### src/rtl/core/tcw_pkg.sv
// Package for the text console cell writer.
// Holds screen geometry, codes, payload structs and the control/status types.
// No dependencies.
package tcw_pkg;

  // Screen geometry
  localparam int COLUMNS     = 80;
  localparam int ROWS        = 25;
  localparam int CELL_COUNT  = ROWS * COLUMNS;
  localparam int CELL_ADDR_W = 11;
  localparam int ROW_W       = 5;
  localparam int COL_W       = 7;
  localparam int CELL_W      = 16;

  // Cell and character codes
  localparam logic [CELL_W-1:0] BLANK_CELL = 16'h0F20;
  localparam logic [7:0]        NL_CODE    = 8'd10;
  localparam logic [7:0]        TAB_CODE   = 8'd9;

  // Request types
  localparam logic [1:0] REQ_PRINT     = 2'd0;
  localparam logic [1:0] REQ_BACKSPACE = 2'd1;
  localparam logic [1:0] REQ_CLEAR     = 2'd2;
  localparam logic [1:0] REQ_READ      = 2'd3;

  // Configuration register indexes
  localparam int CFG_IDX_W = 2;
  localparam logic [CFG_IDX_W-1:0] CFG_TEXT_ATTR      = 2'd0;
  localparam logic [CFG_IDX_W-1:0] CFG_TAB_WIDTH      = 2'd1;
  localparam logic [CFG_IDX_W-1:0] CFG_PROMPT_COLUMNS = 2'd2;
  localparam int CFG_DATA_W = 8;

  // Configuration reset values
  localparam logic [7:0] TEXT_ATTR_RST      = 8'd15;
  localparam logic [4:0] TAB_WIDTH_RST      = 5'd4;
  localparam logic [6:0] PROMPT_COLUMNS_RST = 7'd8;

  typedef struct packed {
    logic [1:0]             req_type;
    logic [7:0]             char_code;
    logic [CELL_ADDR_W-1:0] cell_index;
  } tcw_req_t;

  typedef struct packed {
    logic [CELL_ADDR_W-1:0] cursor_pos;
    logic [7:0]             read_char;
    logic [7:0]             read_attr;
  } tcw_rsp_t;

  // Cursor column update
  typedef enum logic [2:0] {
    COL_HOLD,
    COL_ZERO,
    COL_INC,
    COL_DEC,
    COL_TAB
  } tcw_col_op_e;

  // Screen store write source
  typedef enum logic [2:0] {
    WR_NONE,
    WR_CHAR_IN,
    WR_CHAR_Q,
    WR_BS,
    WR_COPY,
    WR_BLANK
  } tcw_wr_op_e;

  typedef struct packed {
    logic        capture;
    tcw_col_op_e col_op;
    logic        row_inc;
    logic        row_clr;
    tcw_wr_op_e  wr_op;
    logic        scan_clr;
    logic        scan_inc;
    logic        read_result;
  } tcw_cmd_t;

  typedef struct packed {
    logic wrap;
    logic last_row;
    logic bs_ok;
    logic copy_end;
    logic blank_end;
  } tcw_status_t;

endpackage

### src/rtl/core/tcw_ctrl.sv
// Controller of the text console cell writer: request decode and the
// scroll/clear sequencer. Depends on tcw_pkg.
module tcw_ctrl (
  input  logic                 clk_i,
  input  logic                 rst_ni,
  input  logic                 start_i,
  input  tcw_pkg::tcw_req_t    req_i,
  input  tcw_pkg::tcw_status_t status_i,
  output tcw_pkg::tcw_cmd_t    cmd_o,
  output logic                 busy_o,
  output logic                 done_o
);
  import tcw_pkg::*;

  typedef enum logic [3:0] {
    ST_IDLE  = 4'b0001,
    ST_COPY  = 4'b0010,
    ST_BLANK = 4'b0100,
    ST_PUT   = 4'b1000
  } tcw_state_e;

  tcw_state_e state_q, state_d;
  logic       pend_q, pend_d;
  logic       done_q, done_d;

  // Decode requests and sequence the screen walks
  always_comb begin
    cmd_o   = '{capture: 1'b0, col_op: COL_HOLD, row_inc: 1'b0, row_clr: 1'b0,
                wr_op: WR_NONE, scan_clr: 1'b0, scan_inc: 1'b0, read_result: 1'b0};
    state_d = state_q;
    pend_d  = pend_q;
    done_d  = 1'b0;
    case (state_q)
      ST_IDLE: begin
        if (start_i) begin
          case (req_i.req_type)
            REQ_PRINT: begin
              if (req_i.char_code == NL_CODE) begin
                cmd_o.col_op = COL_ZERO;
                if (!status_i.last_row) begin
                  cmd_o.row_inc = 1'b1;
                  done_d        = 1'b1;
                end else begin
                  cmd_o.scan_clr = 1'b1;
                  pend_d         = 1'b0;
                  state_d        = ST_COPY;
                end
              end else if (req_i.char_code == TAB_CODE) begin
                cmd_o.col_op = COL_TAB;
                done_d       = 1'b1;
              end else if (!status_i.wrap) begin
                cmd_o.wr_op  = WR_CHAR_IN;
                cmd_o.col_op = COL_INC;
                done_d       = 1'b1;
              end else begin
                // wrap first, then write the held character
                cmd_o.capture = 1'b1;
                cmd_o.col_op  = COL_ZERO;
                if (!status_i.last_row) begin
                  cmd_o.row_inc = 1'b1;
                  state_d       = ST_PUT;
                end else begin
                  cmd_o.scan_clr = 1'b1;
                  pend_d         = 1'b1;
                  state_d        = ST_COPY;
                end
              end
            end
            REQ_BACKSPACE: begin
              if (status_i.bs_ok) begin
                cmd_o.wr_op  = WR_BS;
                cmd_o.col_op = COL_DEC;
              end
              done_d = 1'b1;
            end
            REQ_CLEAR: begin
              cmd_o.row_clr  = 1'b1;
              cmd_o.col_op   = COL_ZERO;
              cmd_o.scan_clr = 1'b1;
              pend_d         = 1'b0;
              state_d        = ST_BLANK;
            end
            REQ_READ: begin
              cmd_o.read_result = 1'b1;
              done_d            = 1'b1;
            end
            default: ;
          endcase
        end
      end
      ST_COPY: begin
        cmd_o.wr_op = WR_COPY;
        if (status_i.copy_end) begin
          state_d = ST_BLANK;
        end else begin
          cmd_o.scan_inc = 1'b1;
        end
      end
      ST_BLANK: begin
        cmd_o.wr_op = WR_BLANK;
        if (status_i.blank_end) begin
          if (pend_q) begin
            state_d = ST_PUT;
          end else begin
            done_d  = 1'b1;
            state_d = ST_IDLE;
          end
        end else begin
          cmd_o.scan_inc = 1'b1;
        end
      end
      ST_PUT: begin
        cmd_o.wr_op  = WR_CHAR_Q;
        cmd_o.col_op = COL_INC;
        done_d       = 1'b1;
        state_d      = ST_IDLE;
      end
      default: state_d = ST_IDLE;
    endcase
  end

  // Advance state
  always_ff @(posedge clk_i or negedge rst_ni) begin
    if (!rst_ni) begin
      state_q <= ST_IDLE;
      pend_q  <= 1'b0;
      done_q  <= 1'b0;
    end else begin
      state_q <= state_d;
      pend_q  <= pend_d;
      done_q  <= done_d;
    end
  end

  assign busy_o = (state_q != ST_IDLE);
  assign done_o = done_q;

endmodule

### config.mk
export PLATFORM = sky130hd
export DESIGN_NAME = tcw_ctrl
export DESIGN_NICKNAME = d
export VERILOG_FILES = /design/src/rtl/core/tcw_pkg.sv /design/src/rtl/core/tcw_ctrl.sv
export SDC_FILE = /design/constraint.sdc
export NUM_CORES = 1
export LEC_CHECK = 0
export BUFFER_PORTS_ARGS = -buffer_cell sky130_fd_sc_hd__clkbuf_2
export CAP_MARGIN = 25
export CORE_MARGIN = 2
export CORE_UTILIZATION = 39
export CTS_BUF_LIST = sky130_fd_sc_hd__clkbuf_8
export DETAILED_ROUTE_END_ITERATION = 10
export PLACE_DENSITY = 0.77
export SYNTH_ARGS = -nofsm -noshare
export SYNTH_HDL_FRONTEND = slang
export SYNTH_SLANG_ARGS = --single-unit
### constraint.sdc
create_clock -name clk_i -period 1.6 [get_ports clk_i]
set_input_delay 0 -clock clk_i [delete_from_list [all_inputs] [get_ports clk_i]]
set_output_delay 0 -clock clk_i [all_outputs]
set_load 0.02 [all_outputs]
## Yosys cells after proc, flatten, opt, wreduce, memory -nomap -nowiden

Index checks and enable logic that the tools add are counted.

- Logic and storage cells: 88
- Output and inout port bits: 14
- Bits in registers: 6
- Input port bits: 29

- Reductions and logical operators: 5
- Equality and inequality tests: 21
- Multiplexer cells: 59

Operator list:

| operator | count |
|---|---|
| $mux W4 | 10 |
| $mux W1 | 32 |
| $eq A8 B4 Y1 const B | 2 |
| $ne A4 B4 Y1 const B | 4 |
| $reduce_and A7 Y1 | 2 |
| $pmux W3 S2 | 2 |
| $pmux W3 S4 | 1 |
| $pmux W4 S3 | 1 |
| $mux W10 | 1 |
| $ne A3 B3 Y1 const B | 3 |
| $pmux W3 S3 | 1 |
| $mux W2 | 4 |
| $pmux W1 S2 | 4 |
| $pmux W4 S2 | 1 |
| $ne A2 B2 Y1 const B | 3 |
| $eq A2 B2 Y1 const B | 2 |
| $eq A4 B1 Y1 const B | 1 |
| $eq A4 B2 Y1 const B | 1 |
| $eq A4 B3 Y1 const B | 1 |
| $eq A4 B4 Y1 const B | 1 |
| $ne A4 B1 Y1 const B | 1 |
| $mux W3 | 1 |
| $ne A3 B1 Y1 const B | 1 |
| $pmux W1 S3 | 1 |
| other kinds (4) | 4 |

## Longest topological paths before layout

Gate-level depths: netlist of run 1.

- Depth after elaboration: 7
- Gate-level depth with buffers: 6
- Depth with buffers taken out: 5

## Least setup slack after synthesis of run 1

Ideal clock, no wire load.

- Path type: register -> output
- From: register state_q[0]
- To: output port cmd_o[10] in the netlist's numbering
- Required time: 1.600 ns
- Cell stages (with the launch flop): 4
- Buffers on the path: 0
- Arrival time: 1.869 ns
- Slack: -0.269 ns
- Cells stage by stage: dfstp_2 > nor4b_4 > nand3_1 > nor4bb_1

RTL lines:

| item | line | text |
|---|---|---|
| start: declaration | tcw_ctrl.sv:22 | `tcw_state_e state_q, state_d;` |
| start signal: assignment | tcw_ctrl.sv:129 | `state_q <= state_d;` |
| end: declaration | tcw_ctrl.sv:9 | `output tcw_pkg::tcw_cmd_t cmd_o,` |

==> results of run 1 <==
[cell usage after synthesis (all sizes together)]
library cell	instances	area share, %
nand2	8	5.6
inv	7	3.9
nor2	7	3.9
a21oi	5	3.7
dfrtp	5	19
nor3	5	4.4
nor3b	4	4.4
nor2b	3	2.8
o21ai	3	2.2
buf	2	2.4
nand2b	2	1.9
nand3	2	1.5
nand3b	2	2.2
nor4b	2	5.7
o221ai	2	2.6
o31ai	2	2.2
o41ai	2	2.6
or3	2	1.9
a211o	1	1.3
a211oi	1	1.1
a22o	1	1.3
a311o	1	1.5
a311oi	1	2.2
a31oi	1	0.93
and2	1	0.93
and3	1	0.93
and4bb	1	1.9
clkbuf	1	0.56
dfstp	1	3.9
nand4	1	0.93
nor4bb	1	1.5
o211ai	1	1.1
o21ba	1	1.5
o21bai	1	1.1
o22ai	1	0.93
o32a	1	1.5
xnor2	1	1.3
xor2	1	1.3
[critical path, delay by kind of cell (launching register included)]
kind	cells	cell delay (ns)
flip-flops	1	0.52
buffers and inverters	5	0.53
AO/OA/AOI/OAI	1	0.11
AND/OR/NAND/NOR	2	0.32
[repair_timing]
item,4_1_cts,5_1_grt
setup buffers,3,1
setup endpoints to repair,9,15
hold buffers,1,0
endpoints found under the hold margin,6,0
resized for setup,15,17
pin swaps,3,8
[routing by layer]
layer,share of wire (%),global-route usage (%),vias up,routed length (um)
li1,-,-,407,-
met1,39,23.6,382,758
met5,0,0,-,0
met3,7.1,1.19,0,138
met2,54,35.5,40,1040
met4,0,5.29,0,0
[flip-flops by register name (all words and copies together) (netlist names)]
name,flops
state_q,4
done_o,1
pend_q,1
[final cells by class]
cell class / count / area share, %
inverters: 7 / 2.70
well taps: 17 / 1.99
multi-input cells: 69 / 50.1
clock inverters: 1 / 0.352
clock buffers: 3 / 3.87
flip-flops and latches: 6 / 14.2
repair buffers: 41 / 26.8
[cell families (layout without fill, tap and decap cells)]
logic type      count (synthesis)  count (layout)  share of synthesized area [%]
simple gates                   42              42                           40.4
xor+xnor                        2               2                           2.59
flops                           6               6                           22.4
compound gates                 25              25                           27.8
buf+inv                        10              52                           6.85
[stage by stage]
step / instances / hold slack, ns / util [%] / setup slack (ns) / cell area [sq um]
after floorplan: 85 / -0.296 / - / -0.102 / 689
after global placement: 136 / -0.174 / 53.3 / 0.0477 / 891
after detailed placement: 136 / -0.172 / 53.3 / 0.0274 / 891
after CTS: 143 / 0.0155 / 61.2 / -0.0904 / 1020
after global routing: 144 / 0.0183 / 63.9 / -0.126 / 1070
final: 144 / 0.0175 / 63.9 / -0.0820 / 1070
[worst max path at each step]
stage / start / end / slack [ns]
2_1_floorplan: state_q[0]$_DFFE_PN1P_ / cmd_o[7] / -0.10
3_3_place_gp: state_q[0]$_DFFE_PN1P_ / done_o$_DFF_PN0_ / 0.05
3_5_place_dp: state_q[0]$_DFFE_PN1P_ / done_o$_DFF_PN0_ / 0.03
4_1_cts: state_q[0]$_DFFE_PN1P_ / cmd_o[10] / -0.09
5_1_grt: state_q[0]$_DFFE_PN1P_ / cmd_o[2] / -0.13
6_report: state_q[0]$_DFFE_PN1P_ / cmd_o[2] / -0.08
[report_power, final]
group	switching, uW	internal [uW]
Combinational	689	660
Sequential	55.7	229
Clock	61.1	164
==> flow_summary_export.csv, run 1 <==
group,metric,value,unit
run_status,status,"finished, violations left",
run_status,violations,"negative setup slack",
layout,fillers,137,
hold_path,worstHoldPathType,"in2reg",
yosys,synthCells,85,
sta,fin_crit_sh,105,%
power,p_leak,0.000507,uW
layout,register_area,151,sq um
setup_path,cp_cell_sequence,"nor4b_4, buf_6, buf_6, inv_4, nor3_4, o41ai_2, inv_1, clkbuf_8",
sta,setup_tns,-0.153,ns
floorplan,initial_utilization,40.4,%
route,routedWlPerCell,13.5,um
sta,relSlewSlack,68.1,%
hold_path,whs_path_depth,2,
hold_path,hold_path.startpoint,"status_i[0]",
setup_path,crit_required,1.60,ns
floorplan,die_w,45.6,um
clocking,clk_latency,0.22,ns
layout,areaGrowthSynthToFinish,58.0,%
floorplan,rows,15,
placed_design,hpwl,1460,um
yosys,ys_ff_latch,6,
yosys,ys_warn_count,0,
power,finalPower,1860,uW
yosys,syn_avg_cell_area,7.95,sq um
layout,final_nets,157,
route,routed_wl,1940,um
route,via_per_inst,5.76,
floorplan,die-area,0.00208,sq mm
global_routing,grt_use_total,19.2,%
setup_path,r2r_end,"pend_q$_DFFE_PN0P_",
sta,setup_violations,4,
clocking,clock-root-buffer,"clkbuf_8",
layout,multi_input_area,534,sq um
floorplan,die_h,45.6,um
sta,max_slew.worst_pin.slew,0.478,ns
global_routing,grt_overflow_total,0,
sta,hold_viol,0,
route,drcViolationCount,0,
yosys,synth.yosys.seq_area_share,22.4,%
sta,fmax,0.595,GHz
route,vias,829,
layout,final_cell_mix,"21 x clkbuf_2, 10 x buf_4, 7 x nor2_1, 7 x inv_1, 7 x nand2_1",
sta,clock_skew,0.00708,ns
global_routing,grt_pass1_wl,2990,um
route,drtIter0Drc,36,
sta,drv_slew,0,
power,irDropWorstVdd,0.993,mV
yosys,synth_area,676,sq um
sta,rsz0062_at_grt,"yes",
hold_path,worstHoldEndpoint,"state_q[2]$_DFFE_PN0P_",
global_routing,antenna_found_initial,0,
setup_path,cp_max_fo,5,
yosys,synth_cell_types,43,
floorplan,ios,43,
setup_path,worst-setup-path-type,"reg2out",
global_routing,grt_max_degree,10,
setup_path,rrSetupSlack,0,ns
clocking,cts.sinks,6,
setup_path,cp_slowest_cell,"dfstp_2",
clocking,cts_made_buffers,3,
power,power_density,1740,mW/mm^2
placed_design,gp_congestion,0.918,
placed_design,io_buffers,31,
setup_path,cpMostUsedCell,"buf_6",
layout,antenna_cells,0,
setup_path,worstSetupEndpointType,"primary output",
clocking,clk_pin_slew_worst_paths,0.04,ns
clocking,clockBufferDepth,2,
setup_path,worstPathArrival,1.68,ns
setup_path,cp-start-kind,"flop",
floorplan,coreArea,0.00167,sq mm
layout,layout_commonest_cell,"clkbuf_2",
setup_path,worstRegToRegCells,7,
layout,drive_gt1_share,47.2,%
setup_path,reg2reg_from,"state_q[0]$_DFFE_PN1P_",
route,drtPass1Iterations,4,
clocking,cts_tree,"yes",
global_routing,grt_pass1_vias,758,
clocking,cts-htree-levels,1,
sta,layout_min_cycle_time,1.68,ns
yosys,synth_nets,114,
route,antenna_left,0,
sta,setup_ws,-0.0820,ns
setup_path,slowest_delay,0.52,ns
run,drv_cap,0,
Power figures use the tool's default switching activity.
==> inputs of run 2 (changes only) <==
==> constraint.sdc (replaced) <==
create_clock -name clk_i -period 1.6 [get_ports clk_i]
set_input_delay 0 -clock clk_i [delete_from_list [all_inputs] [get_ports clk_i]]
set_output_delay 0 -clock clk_i [all_outputs]
set_load 0.005 [all_outputs]
==> flow_summary_export.csv, run 2 (synthesis gave the netlist of run 1 again) <==
group,metric,value,unit
global_routing,grt_pass1_wl,2820,um
layout,antenna_cells,0,
sta,fin_crit_sh,103,%
power,irDropWorstVdd,0.810,mV
layout,utilization,61.2,%
sta,setup_violations,2,
setup_path,cp_cell_sequence,"nor4b_4, buf_6, buf_6, inv_4, nor3_4, o41ai_2, inv_1, clkbuf_2",
route,via_per_inst,5.50,
global_routing,grt_overflow_total,0,
run_status,violations,"negative setup slack",
hold_path,worstHoldPathType,"in2reg",
layout,largest_register_ffs,4,
power,power_frac_clock,13.4,%
route,met3_length,100,um
layout,drive_gt1_share,46.1,%
sta,drv_slew,0,
global_routing,grt_pass1_vias,714,
layout,final_nets,158,
placed_design,gp_congestion,0.868,
setup_path,critPathTopFamily,"flip-flops",
power,p_comb_share,69.8,%
setup_path,slowest_delay,0.52,ns
layout,fillers,159,
layout,areaGrowthSynthToFinish,51.3,%
sta,relSlewSlack,74.3,%
route,routed_wl,1870,um
global_routing,antenna_found_initial,0,
clocking,cts_made_buffers,3,
clocking,cts-htree-levels,1,
setup_path,cpMostUsedCell,"buf_6",
sta,layout_min_cycle_time,1.64,ns
placed_design,hpwl,1420,um
clocking,clock-root-buffer,"clkbuf_8",
run,drv_cap,0,
sta,fmax,0.609,GHz
layout,largest-register,"state_q",
power,switchingPower,682,uW
sta,max_slew.worst_pin.slew,0.385,ns
sta,setup_ws,-0.0413,ns
sta,rsz0062_at_grt,"yes",
setup_path,worst-setup-path-type,"reg2out",
clocking,clk_pin_slew_worst_paths,0.03,ns
power,power_density,1660,mW/mm^2
route,drtIter0Drc,10,
route,drt-met1-wl,754,um
global_routing,grt_max_degree,10,
layout,final_cell_mix,"27 x clkbuf_2, 7 x nor2_1, 7 x inv_1, 7 x nand2_1, 7 x buf_4",
run_status,status,"finished, violations left",
floorplan,coreArea,0.00167,sq mm
clocking,clockBufferDepth,2,
setup_path,worstPathArrival,1.64,ns
floorplan,rows,15,
route,drtPass1Iterations,4,
route,dr_wl_met2,1020,um
clocking,cts_tree,"yes",
route,vias,797,
setup_path,cp_max_fo,5,
floorplan,die_w,45.6,um
placed_design,pre_cts_ws,0.0400,ns
setup_path,crit_required,1.60,ns
power,netSwitchingFraction,40.2,%
setup_path,cp_slowest_cell,"dfstp_2",
power,p_int,1010,uW
layout,layout_commonest_cell,"clkbuf_2",
clocking,cts.sinks,6,
placed_design,io_buffers,31,
setup_path,cp-start-kind,"flop",
global_routing,grt_use_total,18.2,%
floorplan,ios,43,
power,seq_power_share,16.7,%
route,routedWlPerCell,12.9,um
power,p_leak,0.000503,uW
clocking,clk_latency,0.22,ns
route,drcViolationCount,0,
floorplan,initial_utilization,40.4,%
route,antenna_left,0,
setup_path,worstSetupEndpointType,"primary output",
route,top_layer_used,"met3",
setup_path,path_buf_inv,5,
power,finalPower,1700,uW
floorplan,die-area,0.00208,sq mm
floorplan,die_h,45.6,um
sta,clock_skew,0.00469,ns
sta,hold_viol,0,
==> run 2: changes by cell type in the layout (fill, tap and decap cells not counted), moves of 2 or more <==
cell	delta
buf_2	+2
buf_4	-3
clkbuf_2	+6
clkbuf_8	-3
==> run 2: path summary, 6_finish.rpt <==
kind,start,endpoint,slack (ns),cells after the start
worst max-delay path,state_q[0]$_DFFE_PN1P_,cmd_o[2],-0.04,8
worst min-delay path,status_i[0],state_q[2]$_DFFE_PN0P_,0.03,2
worst max register to register,state_q[0]$_DFFE_PN1P_,pend_q$_DFFE_PN0P_,0.01,7
worst min register to register,pend_q$_DFFE_PN0P_,pend_q$_DFFE_PN0P_,0.57,1
max in group asynchronous,rst_ni,state_q[0]$_DFFE_PN1P_,1.22,2
min in group asynchronous,rst_ni,done_o$_DFF_PN0_,0.16,2
==> run 2: layer usage <==
layer	vias up	global-route usage [%]
met5	-	0
met4	0	1.76
met3	0	5.95
met2	30	33.2
met1	361	21.1
li1	406	-
==> run 2: repair_timing <==
item / in CTS / in global routing
endpoints found under the hold margin: 6 / 0
gates resized for setup: 4 / 12
hold buffers: 1 / 0
setup endpoints to repair: 4 / 15
buffers inserted: 3 / 1
pin swaps: 3 / 6
==> run 2: final cells by class <==
class | count | area [sq um] | area share, %
repair buffers | 42 | 251 | 24.6
flip-flops and latches | 6 | 151 | 14.8
clock buffers | 3 | 41.3 | 4.04
clock inverters | 1 | 3.75 | 0.367
well taps | 17 | 21.3 | 2.08
inverters | 7 | 28.8 | 2.82
multi-input cells | 69 | 524 | 51.3
==> run 2: per-stage QoR <==
stage / hold slack, ns / setup TNS (ns) / instance area [sq um] / cells
2_1_floorplan: -0.296 / -0.0157 / 683 / 85
3_3_place_gp: -0.172 / 0 / 892 / 137
3_5_place_dp: -0.172 / 0 / 892 / 137
4_1_cts: 0.0244 / -0.100 / 981 / 144
5_1_grt: 0.0236 / -0.666 / 1020 / 145
6_report: 0.0271 / -0.0487 / 1020 / 145
==> run 2: power by group through the flow <==
stage / Clock [uW] / Combinational [uW] / Sequential, uW
global route: 249 / 1270 / 290
finish: 228 / 1180 / 284
CTS: 236 / 1050 / 285
detailed placement: 0 / 908 / 287
floorplan: 0 / 563 / 304
global placement: 0 / 889 / 286
